**src/rcotc_pkg.sv**
```systemverilog
// package for the rc oscillator trim calibrator: widths, codes and shared types
`timescale 1ns / 1ps
`default_nettype none

package rcotc_pkg;

    // trim widths inside the block
    localparam int COARSE_W = 16;
    localparam int FINE_W   = 8;

    // field and register widths
    localparam int CMD_W      = 2;
    localparam int CRS_FLD_W  = 16;
    localparam int FINE_FLD_W = 8;
    localparam int COUNT_W    = 16;
    localparam int ACT_W      = 3;
    localparam int TRIM_W     = 32;
    localparam int SCALED_W   = 24;
    localparam int SCALE_W    = 8;
    localparam int CFG_IDX_W  = 3;
    localparam int CFG_DATA_W = 16;

    // commands
    localparam logic [CMD_W-1:0] CMD_START = 2'd0;
    localparam logic [CMD_W-1:0] CMD_MEAS  = 2'd1;
    localparam logic [CMD_W-1:0] CMD_ABORT = 2'd2;

    // result actions
    localparam logic [ACT_W-1:0] ACT_STARTED = 3'd0;
    localparam logic [ACT_W-1:0] ACT_APPLY   = 3'd1;
    localparam logic [ACT_W-1:0] ACT_WRITE   = 3'd2;
    localparam logic [ACT_W-1:0] ACT_KEEP    = 3'd3;
    localparam logic [ACT_W-1:0] ACT_ABORTED = 3'd4;
    localparam logic [ACT_W-1:0] ACT_IGNORED = 3'd5;

    // direction of the last fine step
    localparam logic [1:0] DIR_NONE = 2'd0;
    localparam logic [1:0] DIR_LOW  = 2'd1;
    localparam logic [1:0] DIR_HIGH = 2'd2;

    // register indexes
    localparam logic [CFG_IDX_W-1:0] REG_TARGET    = 3'd0;
    localparam logic [CFG_IDX_W-1:0] REG_BAND      = 3'd1;
    localparam logic [CFG_IDX_W-1:0] REG_FINE_LOW  = 3'd2;
    localparam logic [CFG_IDX_W-1:0] REG_FINE_HIGH = 3'd3;
    localparam logic [CFG_IDX_W-1:0] REG_RECENTER  = 3'd4;
    localparam logic [CFG_IDX_W-1:0] REG_CRS_STEP  = 3'd5;
    localparam logic [CFG_IDX_W-1:0] REG_SCALE     = 3'd6;

    // register reset values
    localparam logic [COUNT_W-1:0]    RST_TARGET    = 16'd1638;
    localparam logic [COUNT_W-1:0]    RST_BAND      = 16'd50;
    localparam logic [FINE_FLD_W-1:0] RST_FINE_LOW  = 8'd4;
    localparam logic [FINE_FLD_W-1:0] RST_FINE_HIGH = 8'd60;
    localparam logic [FINE_FLD_W-1:0] RST_RECENTER  = 8'h20;
    localparam logic [CRS_FLD_W-1:0]  RST_CRS_STEP  = 16'd4;
    localparam logic [SCALE_W-1:0]    RST_SCALE     = 8'd20;

    typedef struct packed {
        logic [COUNT_W-1:0]    target;
        logic [COUNT_W-1:0]    band;
        logic [FINE_FLD_W-1:0] fine_low;
        logic [FINE_FLD_W-1:0] fine_high;
        logic [FINE_FLD_W-1:0] recenter;
        logic [CRS_FLD_W-1:0]  crs_step;
        logic [SCALE_W-1:0]    scale;
    } t_cfg;

    typedef struct packed {
        logic [CMD_W-1:0]      cmd;
        logic [CRS_FLD_W-1:0]  start_coarse;
        logic [FINE_FLD_W-1:0] start_fine;
        logic                  record_valid;
        logic [COUNT_W-1:0]    measured_count;
    } t_item;

    typedef struct packed {
        logic                run_active;
        logic [COARSE_W-1:0] coarse;
        logic [FINE_W-1:0]   fine;
        logic [1:0]          dir;
        logic                changed;
        logic                record_ok;
    } t_state;

    typedef struct packed {
        logic [ACT_W-1:0]    action;
        logic [TRIM_W-1:0]   trim_word;
        logic [SCALED_W-1:0] scaled_freq;
    } t_result;

endpackage

`default_nettype wire

```
**src/rc_oscillator_trim_calibrator.sv**
```systemverilog
// top level of the rc oscillator trim calibrator: registers, handshake and step logic
`timescale 1ns / 1ps
`default_nettype none

// Takes one command per clock unless o_stall is high: start, measurement or abort.
// Each transfer gives exactly one result, via the input register and then the
// result register; the calibration state is updated by the combinational step
// logic between them, so back-to-back items see the state left by the one before.
// Sustained rate is one item per cycle while the result side takes transfers;
// o_stall rises only when both registers are full and i_stall is high. The user must
// write registers via i_cfg_we/i_cfg_idx/i_cfg_data only while idle (unchecked).
module rc_oscillator_trim_calibrator (
    input  wire                                   i_clk,
    input  wire                                   i_rst_n,
    input  wire                                   i_cfg_we,
    input  wire [rcotc_pkg::CFG_IDX_W-1:0]        i_cfg_idx,
    input  wire [rcotc_pkg::CFG_DATA_W-1:0]       i_cfg_data,
    input  wire                                   i_valid,
    output logic                                  o_stall,
    input  wire [rcotc_pkg::CMD_W-1:0]            i_cmd,
    input  wire [rcotc_pkg::CRS_FLD_W-1:0]        i_start_coarse,
    input  wire [rcotc_pkg::FINE_FLD_W-1:0]       i_start_fine,
    input  wire                                   i_record_valid,
    input  wire [rcotc_pkg::COUNT_W-1:0]          i_measured_count,
    output logic                                  o_valid,
    input  wire                                   i_stall,
    output logic [rcotc_pkg::ACT_W-1:0]           o_action,
    output logic [rcotc_pkg::TRIM_W-1:0]          o_trim_word,
    output logic [rcotc_pkg::SCALED_W-1:0]        o_scaled_freq
);
    import rcotc_pkg::*;

    t_cfg    r_cfg;
    t_item   r_in;
    logic    r_in_vld;
    t_state  r_state;
    t_state  n_state;
    t_result r_out;
    t_result n_out;
    logic    r_out_vld;
    logic    out_free;
    logic    advance;

    assign out_free = !r_out_vld || !i_stall;
    assign advance  = r_in_vld && out_free;
    assign o_stall  = r_in_vld && !out_free;

    // configuration registers
    always_ff @(posedge i_clk) begin
        if (!i_rst_n) begin
            r_cfg.target    <= RST_TARGET;
            r_cfg.band      <= RST_BAND;
            r_cfg.fine_low  <= RST_FINE_LOW;
            r_cfg.fine_high <= RST_FINE_HIGH;
            r_cfg.recenter  <= RST_RECENTER;
            r_cfg.crs_step  <= RST_CRS_STEP;
            r_cfg.scale     <= RST_SCALE;
        end else if (i_cfg_we) begin
            unique case (i_cfg_idx)
                REG_TARGET:    r_cfg.target    <= i_cfg_data;
                REG_BAND:      r_cfg.band      <= i_cfg_data;
                REG_FINE_LOW:  r_cfg.fine_low  <= i_cfg_data[FINE_FLD_W-1:0];
                REG_FINE_HIGH: r_cfg.fine_high <= i_cfg_data[FINE_FLD_W-1:0];
                REG_RECENTER:  r_cfg.recenter  <= i_cfg_data[FINE_FLD_W-1:0];
                REG_CRS_STEP:  r_cfg.crs_step  <= i_cfg_data;
                REG_SCALE:     r_cfg.scale     <= i_cfg_data[SCALE_W-1:0];
                default: begin
                end
            endcase
        end
    end

    // input register
    always_ff @(posedge i_clk) begin
        if (!i_rst_n) begin
            r_in_vld <= 1'b0;
        end else if (!o_stall) begin
            r_in_vld <= i_valid;
        end
    end

    always_ff @(posedge i_clk) begin
        if (i_valid && !o_stall) begin
            r_in.cmd            <= i_cmd;
            r_in.start_coarse   <= i_start_coarse;
            r_in.start_fine     <= i_start_fine;
            r_in.record_valid   <= i_record_valid;
            r_in.measured_count <= i_measured_count;
        end
    end

    rcotc_step u_step (
        .i_cfg    (r_cfg),
        .i_state  (r_state),
        .i_item   (r_in),
        .o_state  (n_state),
        .o_result (n_out)
    );

    // calibration state moves together with the result register
    always_ff @(posedge i_clk) begin
        if (!i_rst_n) begin
            r_state.run_active <= 1'b0;
            r_state.coarse     <= '0;
            r_state.fine       <= '0;
            r_state.dir        <= DIR_NONE;
            r_state.changed    <= 1'b0;
            r_state.record_ok  <= 1'b0;
        end else if (advance) begin
            r_state <= n_state;
        end
    end

    always_ff @(posedge i_clk) begin
        if (!i_rst_n) begin
            r_out_vld <= 1'b0;
        end else if (out_free) begin
            r_out_vld <= r_in_vld;
        end
    end

    always_ff @(posedge i_clk) begin
        if (advance) begin
            r_out <= n_out;
        end
    end

    assign o_valid       = r_out_vld;
    assign o_action      = r_out.action;
    assign o_trim_word   = r_out.trim_word;
    assign o_scaled_freq = r_out.scaled_freq;

    a_done_idle: assert property (@(posedge i_clk) disable iff (!i_rst_n)
        r_out_vld && (r_out.action == ACT_WRITE || r_out.action == ACT_KEEP
            || r_out.action == ACT_ABORTED) |-> !r_state.run_active)
        else $error("run still active after a finishing result");

    a_start_active: assert property (@(posedge i_clk) disable iff (!i_rst_n)
        r_out_vld && r_out.action == ACT_STARTED |-> r_state.run_active)
        else $error("run not active after start");

    a_apply_changed: assert property (@(posedge i_clk) disable iff (!i_rst_n)
        r_out_vld && r_out.action == ACT_APPLY |-> r_state.changed && r_state.run_active)
        else $error("trim applied without changed flag");

    a_scaled_only_write: assert property (@(posedge i_clk) disable iff (!i_rst_n)
        r_out_vld && r_out.action != ACT_WRITE |-> r_out.scaled_freq == '0)
        else $error("scaled frequency on a result that writes no record");

    a_stall_full: assert property (@(posedge i_clk) disable iff (!i_rst_n)
        o_stall |-> r_in_vld && r_out_vld && i_stall)
        else $error("input stalled with room in the pipeline");

endmodule

`default_nettype wire

```
**src/rcotc_step.sv**
```systemverilog
// one calibration step: next trim state and result for one input item
`timescale 1ns / 1ps
`default_nettype none

module rcotc_step (
    input  var rcotc_pkg::t_cfg    i_cfg,
    input  var rcotc_pkg::t_state  i_state,
    input  var rcotc_pkg::t_item   i_item,
    output rcotc_pkg::t_state      o_state,
    output rcotc_pkg::t_result     o_result
);
    import rcotc_pkg::*;

    logic [COUNT_W-1:0]  count;
    logic                below;
    logic [COUNT_W:0]    sum_lo;
    logic [COUNT_W:0]    sum_hi;
    logic                finish_lo;
    logic                finish_hi;
    logic                finish;
    logic [FINE_W-1:0]   fine_dn;
    logic [FINE_W-1:0]   fine_up;
    logic [FINE_W-1:0]   recenter;
    logic [COARSE_W-1:0] crs_step;
    logic [SCALED_W-1:0] product;
    t_state              nxt;
    logic [ACT_W-1:0]    action;
    logic [SCALED_W-1:0] scaled;

    assign count    = i_item.measured_count;
    assign below    = count < i_cfg.target;
    // band edges without wrap
    assign sum_lo   = {1'b0, count} + {1'b0, i_cfg.band};
    assign sum_hi   = {1'b0, i_cfg.target} + {1'b0, i_cfg.band};
    assign finish_lo = (i_state.dir == DIR_NONE && sum_lo > {1'b0, i_cfg.target})
                    || i_state.dir == DIR_HIGH;
    assign finish_hi = (i_state.dir == DIR_NONE && {1'b0, count} < sum_hi)
                    || i_state.dir == DIR_LOW;
    assign finish   = below ? finish_lo : finish_hi;
    assign fine_dn  = i_state.fine - FINE_W'(1);
    assign fine_up  = i_state.fine + FINE_W'(1);
    assign recenter = i_cfg.recenter[FINE_W-1:0];
    assign crs_step = i_cfg.crs_step[COARSE_W-1:0];
    // 16 x 8 bits never exceeds the 24-bit product width
    assign product  = SCALED_W'(count) * SCALED_W'(i_cfg.scale);

    always_comb begin
        nxt    = i_state;
        action = ACT_IGNORED;
        scaled = '0;
        case (i_item.cmd)
            CMD_START: begin
                nxt.coarse     = i_item.start_coarse[COARSE_W-1:0];
                nxt.fine       = i_item.start_fine[FINE_W-1:0];
                nxt.record_ok  = i_item.record_valid;
                nxt.dir        = DIR_NONE;
                nxt.changed    = 1'b0;
                nxt.run_active = 1'b1;
                action         = ACT_STARTED;
            end
            CMD_MEAS: begin
                if (i_state.run_active) begin
                    if (finish) begin
                        nxt.run_active = 1'b0;
                        if (i_state.changed || !i_state.record_ok) begin
                            action = ACT_WRITE;
                            scaled = product;
                        end else begin
                            action = ACT_KEEP;
                        end
                    end else begin
                        action      = ACT_APPLY;
                        nxt.changed = 1'b1;
                        if (below) begin
                            if (FINE_FLD_W'(fine_dn) <= i_cfg.fine_low) begin
                                nxt.coarse = i_state.coarse - crs_step;
                                nxt.fine   = recenter;
                                nxt.dir    = DIR_NONE;
                            end else begin
                                nxt.fine = fine_dn;
                                nxt.dir  = DIR_LOW;
                            end
                        end else begin
                            if (FINE_FLD_W'(fine_up) >= i_cfg.fine_high) begin
                                nxt.coarse = i_state.coarse + crs_step;
                                nxt.fine   = recenter;
                                nxt.dir    = DIR_NONE;
                            end else begin
                                nxt.fine = fine_up;
                                nxt.dir  = DIR_HIGH;
                            end
                        end
                    end
                end
            end
            CMD_ABORT: begin
                if (i_state.run_active) begin
                    nxt.run_active = 1'b0;
                    action         = ACT_ABORTED;
                end
            end
            default: begin
                action = ACT_IGNORED;
            end
        endcase
    end

    assign o_state              = nxt;
    assign o_result.action      = action;
    assign o_result.trim_word   = {16'(nxt.coarse), 16'(nxt.fine)};
    assign o_result.scaled_freq = scaled;

endmodule

`default_nettype wire
```
**config.mk**
```make
export PLATFORM = sky130hd
export DESIGN_NAME = rc_oscillator_trim_calibrator
export DESIGN_NICKNAME = d
export VERILOG_FILES = /design/src/rcotc_pkg.sv /design/src/rc_oscillator_trim_calibrator.sv /design/src/rcotc_step.sv
export SDC_FILE = /design/constraint.sdc
export NUM_CORES = 1
export LEC_CHECK = 0
export BUFFER_PORTS_ARGS = -buffer_cell sky130_fd_sc_hd__buf_2
export CAP_MARGIN = 10
export CORE_ASPECT_RATIO = 1.25
export CORE_MARGIN = 3
export CORE_UTILIZATION = 41
export CTS_CLUSTER_SIZE = 8
export DETAILED_ROUTE_END_ITERATION = 7
export PLACE_DENSITY = 0.55
export SYNTH_ARGS = -nofsm -noshare
export SYNTH_HDL_FRONTEND = slang
export SYNTH_SLANG_ARGS = --single-unit
```
**constraint.sdc**
```tcl
create_clock -name i_clk -period 12.15 [get_ports i_clk]
set_clock_uncertainty 0.05 [all_clocks]
set_input_delay 1.8225 -clock i_clk [delete_from_list [all_inputs] [get_ports i_clk]]
set_output_delay 1.8225 -clock i_clk [all_outputs]
set_load 0.01 [all_outputs]
```
# Yosys cells after proc, flatten, opt, wreduce, memory -nomap -nowiden

Cells that the tools add are included.

Add/subtract/negate cells: 6
Multipliers: 1
Order comparisons: 5
Eq/ne operators: 12
Multiplexer cells: 16
Reduce and logical (&&, ||, !) cells: 30

Operators with widths:

| cell                  | number |
|---|---|
| $pmux W27 S2          | 1 |
| $add A16 B16 Y17      | 2 |
| $mux W16              | 2 |
| $mux W28              | 1 |
| $mux W27              | 1 |
| $mux W26              | 1 |
| $mul A16 B8 Y24       | 1 |
| $mux W10              | 2 |
| $reduce_and A2 Y1     | 9 |
| $gt A17 B16 Y1        | 1 |
| $lt A16 B17 Y1        | 1 |
| $add A16 B16 Y16      | 1 |
| $lt A16 B16 Y1        | 1 |
| $sub A16 B16 Y16      | 1 |
| $eq A3 B3 Y1 const B  | 3 |
| $pmux W3 S3           | 1 |
| $add A8 B1 Y8 const B | 1 |
| $ge A8 B8 Y1          | 1 |
| $le A8 B8 Y1          | 1 |
| $reduce_and A4 Y1     | 2 |
| $sub A8 B1 Y8 const B | 1 |
| $eq A3 B2 Y1 const B  | 2 |
| $logic_and A1 B1 Y1   | 5 |
| $logic_not A1 Y1      | 5 |
| 13 further kinds      | 23 |

Register bits: 205
Output and inout port bits: 61
Logic and storage cells: 93

# Longest topological paths before layout

Word-level depth: 8
Gate-level depth with buffers: 24

# Modules after synthesis

A second synthesis with hierarchy kept.

Cells, all modules: 1781
Area, all modules: 16932.5 um2

By module, submodules not included:

| module                        | instances | cells each | area an instance (um2) | sequential area each (um2) |
|---|---|---|---|---|
| rcotc_step                    | 1         | 1252       | 9620.5                 | 0.0 |
| rc_oscillator_trim_calibrator | 1         | 529        | 7312.0                 | 5285.1 |

# Worst setup path before layout

OpenSTA, ideal clock, no wires.

Kind: input to register
Start: in i_stall
End: reg r_state[10] in the netlist's numbering
Library setup time: 120 ps
Data arrival time: 5644 ps
Required time: 11980 ps
Slack: 6337 ps
Stages: 5
Path buffers: 2
Cells stage by stage: a21boi_1 > nand2_1 > clkbuf_1 > clkbuf_1 > o31a_1

Cells in the longest elaborated chain, start to end: 3

RTL lines:

| element                | RTL line                             | RTL |
|---|---|---|
| start: declaration     | rc_oscillator_trim_calibrator.sv:26  | `input wire i_stall,` |
| $logic_not A1 Y1       | rc_oscillator_trim_calibrator.sv:44  | `assign out_free = !r_out_vld \|\| !i_stall;` |
| $logic_or A1 B1 Y1     | rc_oscillator_trim_calibrator.sv:44  |  |
| $logic_and A1 B1 Y1    | rc_oscillator_trim_calibrator.sv:45  | `assign advance = r_in_vld && out_free;` |
| end signal: assignment | rc_oscillator_trim_calibrator.sv:110 | `r_state <= n_state;` |
| end: declaration       | rc_oscillator_trim_calibrator.sv:36  | `t_state r_state;` |

Every way passes these cells.
A chain may end at the register's enable or synchronous reset.

# Worst setup path in the final report

Start: reg r_in[1] in the netlist's numbering
End: reg r_out (netlist bit o_scaled_freq[22]), data pin

Cells in the longest elaborated chain, start to end: 6
Elaborated cells on any way between the ends: 11

RTL lines:

| element                            | RTL line                             | RTL |
|---|---|---|
| start: declaration                 | rc_oscillator_trim_calibrator.sv:34  | `t_item r_in;` |
| $add A16 B16 Y17                   | rcotc_step.sv:33                     | `assign sum_lo = {1'b0, count} + {1'b0, i_cfg.band};` |
| $gt A17 B16 Y1                     | rcotc_step.sv:35                     | `assign finish_lo = (i_state.dir == DIR_NONE && sum_lo > {1'b0, i_cfg.target})` |
| $logic_and A1 B1 Y1                | rcotc_step.sv:35                     |  |
| $logic_or A1 B1 Y1                 | rcotc_step.sv:36                     | `\|\| i_state.dir == DIR_HIGH;` |
| $mux W1                            | rcotc_step.sv:39                     | `assign finish = below ? finish_lo : finish_hi;` |
| $reduce_and A4 Y1 (no source line) | -                                    |  |
| end signal: assignment             | rc_oscillator_trim_calibrator.sv:124 | `r_out <= n_out;` |
| end: declaration                   | rc_oscillator_trim_calibrator.sv:38  | `t_result r_out;` |

Parallel ways exist; a longest one is shown, timed or not.

==> reports/results.ini <==
[sta]
slew_headroom_pct=33.3
tns_ps=0
fin_hold_ws_ps=408
period_needed_ps=6030
fin_crit_sh_pct=49.6
tightest_slew_ps=998
setup_viol=0
fmax_mhz=166
slew_viol_final=0
final-hold-violation-count=0
rsz0062_at_grt=false

[die]
die-area_mm2=0.0428
boundaryPins=128
core-area_mm2=0.0395
die_h_um=231
die_w_um=186
num_rows=81
start_util_pct=41.9

[final_layout]
layout-drive-gt1-share_pct=10.3
final_cell_mix=286 x nand2_1, 172 x inv_1, 170 x ha_1
fillers=3881
diodes=0
layout_commonest_cell=nand2_1
multiInputGateArea_mm2=0.0105
fin_cells=2490
regArea_mm2=0.00504
layout.nets=2300
area_growth_pct=11.1

[clock_tree]
root_buffer=clkbuf_16
clkTransAtPathRegs_ps=50
cts_hold_buf=0
ctsResizeCount=0
clock_sinks=205
cts_buffer_depth=3
postCtsSetupBuffers=0
insertion_delay_ps=550
cts_tree=done
h-tree-depth=1
cts-buffers-inserted=29

[worst_hold_path]
hp-class=register to register
hold_depth=2

[pwr]
switchingPower_uw=631
power_density_mw_per_mm2=110
p_comb_share_pct=24.8
ir_drop_uv=102
power_frac_clock_pct=36.6
p_leak_uw=0.00799
switching_share_pct=31.1
seq_power_share_pct=38.6
p_int_uw=1400
total_power_uw=2030

[critical_path]
cp-end-kind=register
cp-start-kind=register
required_ps=12390
crit_arrival_ps=6270
reg2regPathDepth=18
path_class=register to register
path_max_fanout=12

[logic_synthesis]
async_reset_ff_share_pct=0
synth_area_leaders=edfxtp_1 17%, dfxtp_1 13%, ha_1 13%
synth-seq-cells=205
synth.distinct_cells=84
netlist_instances=1879
yosysTopAreaCell=edfxtp_1
synth_edf_count=94
synth_top_area_share_pct=17.1
ys_warn_count=0
synth-seq-area-share_pct=30.5
netlist_area_mm2=0.0165
synth_ff_type=dfxtp_1
synth.avg_cell_area_um2=8.81

[placement]
gp_congestion=0.905
dp_hpwl_mm=34.3
dp_cells=2442
io_buffers=119

[flow_run]
maxCapViolations=0

[grt]
antenna_found_initial=0
grtUsageTotal_pct=21.2
grt.overflow.total=0
grt_max_degree=65
grt_pass1_wl_mm=72.8
grt_pass1_vias=13800

[status]
status=complete, no violations

[detailed_routing]
routed_wl_mm=45.7
drt_pre_antenna_iters=5
routed_via_density=5.44
via_count=13500
route.detailed.drc=0
wire_per_inst_um=18.4
drtAntennaViolNets=0
drtIter0Drc=705

==> critical path, stage by stage (launching register included) <==
cell and delay [ps]:
edfxtp_1 560, and2_1 260, fa_1 450, fa_1 540, inv_1 50, fa_1 470
fa_1 540, inv_1 40, ha_1 340, o21a_1 150, a2111oi_0 860, o2111ai_1 250
o211ai_1 230, o21ai_1 190, o31a_1 290, nor3_1 220, o31ai_1 110, xnor2_1 130
nor2_1 50
==> through the flow <==
step           instance area [um2]  util (%)  setup slack, ps
6_report                     18400      46.5             6120
5_1_grt                      18400      46.5             5660
4_1_cts                      18400      46.5             6100
3_5_place_dp                 17600      44.5             6100
3_3_place_gp                 17600      44.5             6170
2_1_floorplan                16600         -             6340
==> Yosys cell counts, drive strengths merged (8+ instances only) <==
master   number
o21a         20
nand2b       28
o31a         15
o211ai       19
and3          9
a21oi       153
nor2b        23
o21bai        8
o31ai        11
inv         174
a2111oi      11
o21ai        61
xnor2        35
o22ai        11
a21o         29
a211oi       17
nand3        37
edfxtp       94
and2         70
ha          170
fa           88
nand2       287
buf          22
nor2        133
nor3         30
a31oi        11
dfxtp       111
a221oi        8
clkbuf       57
xor2         27
==> worst paths after layout <==
check                 start           endpoint  slack (ps)
hold reg to reg   r_cfg[47]          r_cfg[47]         410
hold / removal    r_cfg[47]          r_cfg[47]         410
setup reg to reg    r_in[1]  o_scaled_freq[22]        6120
setup / recovery    r_in[1]  o_scaled_freq[22]        6120
==> layout make-up <==
type / count / share of cell area, %
Clock buffer: 47 / 4.37
Clock inverter: 1 / 0.0476
Inverter: 175 / 3.57
Multi-Input combinational cell: 1427 / 57.2
Sequential cell: 205 / 27.4
Tap cell: 498 / 3.39
Timing Repair Buffer: 137 / 3.97
==> flip-flops by register name, summed over array words and instances (netlist names) <==
register / cells
o_action: 3
o_scaled_freq: 24
o_trim_word: 24
o_valid: 1
r_cfg: 80
r_in: 43
r_in_vld: 1
r_state: 29
==> cell families after synthesis <==
kind of cell	share of synthesized area, %
buf+inv	6.26
simple gates	18.0
flops	30.5
xor+xnor	3.28
fa+ha+maj	23.5
mux	0.650
compound gates	17.7
other cells	0.0227
==> power groups by stage <==
stage | clock network (uW) | registers [uW] | logic [uW]
after floorplan | 0 | 787 | 376
after global placement | 0 | 797 | 499
after detailed placement | 0 | 797 | 503
after CTS | 765 | 784 | 506
after global routing | 790 | 787 | 570
final | 744 | 784 | 504
==> metal layers <==
metal	vias to the layer above	part of all wire, %	track usage, %	wire (um)
li1	6676	-	-	-
met1	6444	42	25.4	19000
met2	328	50	38.4	23000
met3	99	4.2	2.68	1930
met4	0	3.8	7.82	1730
met5	-	0	0	0
(Power assumes the default switching activity.)
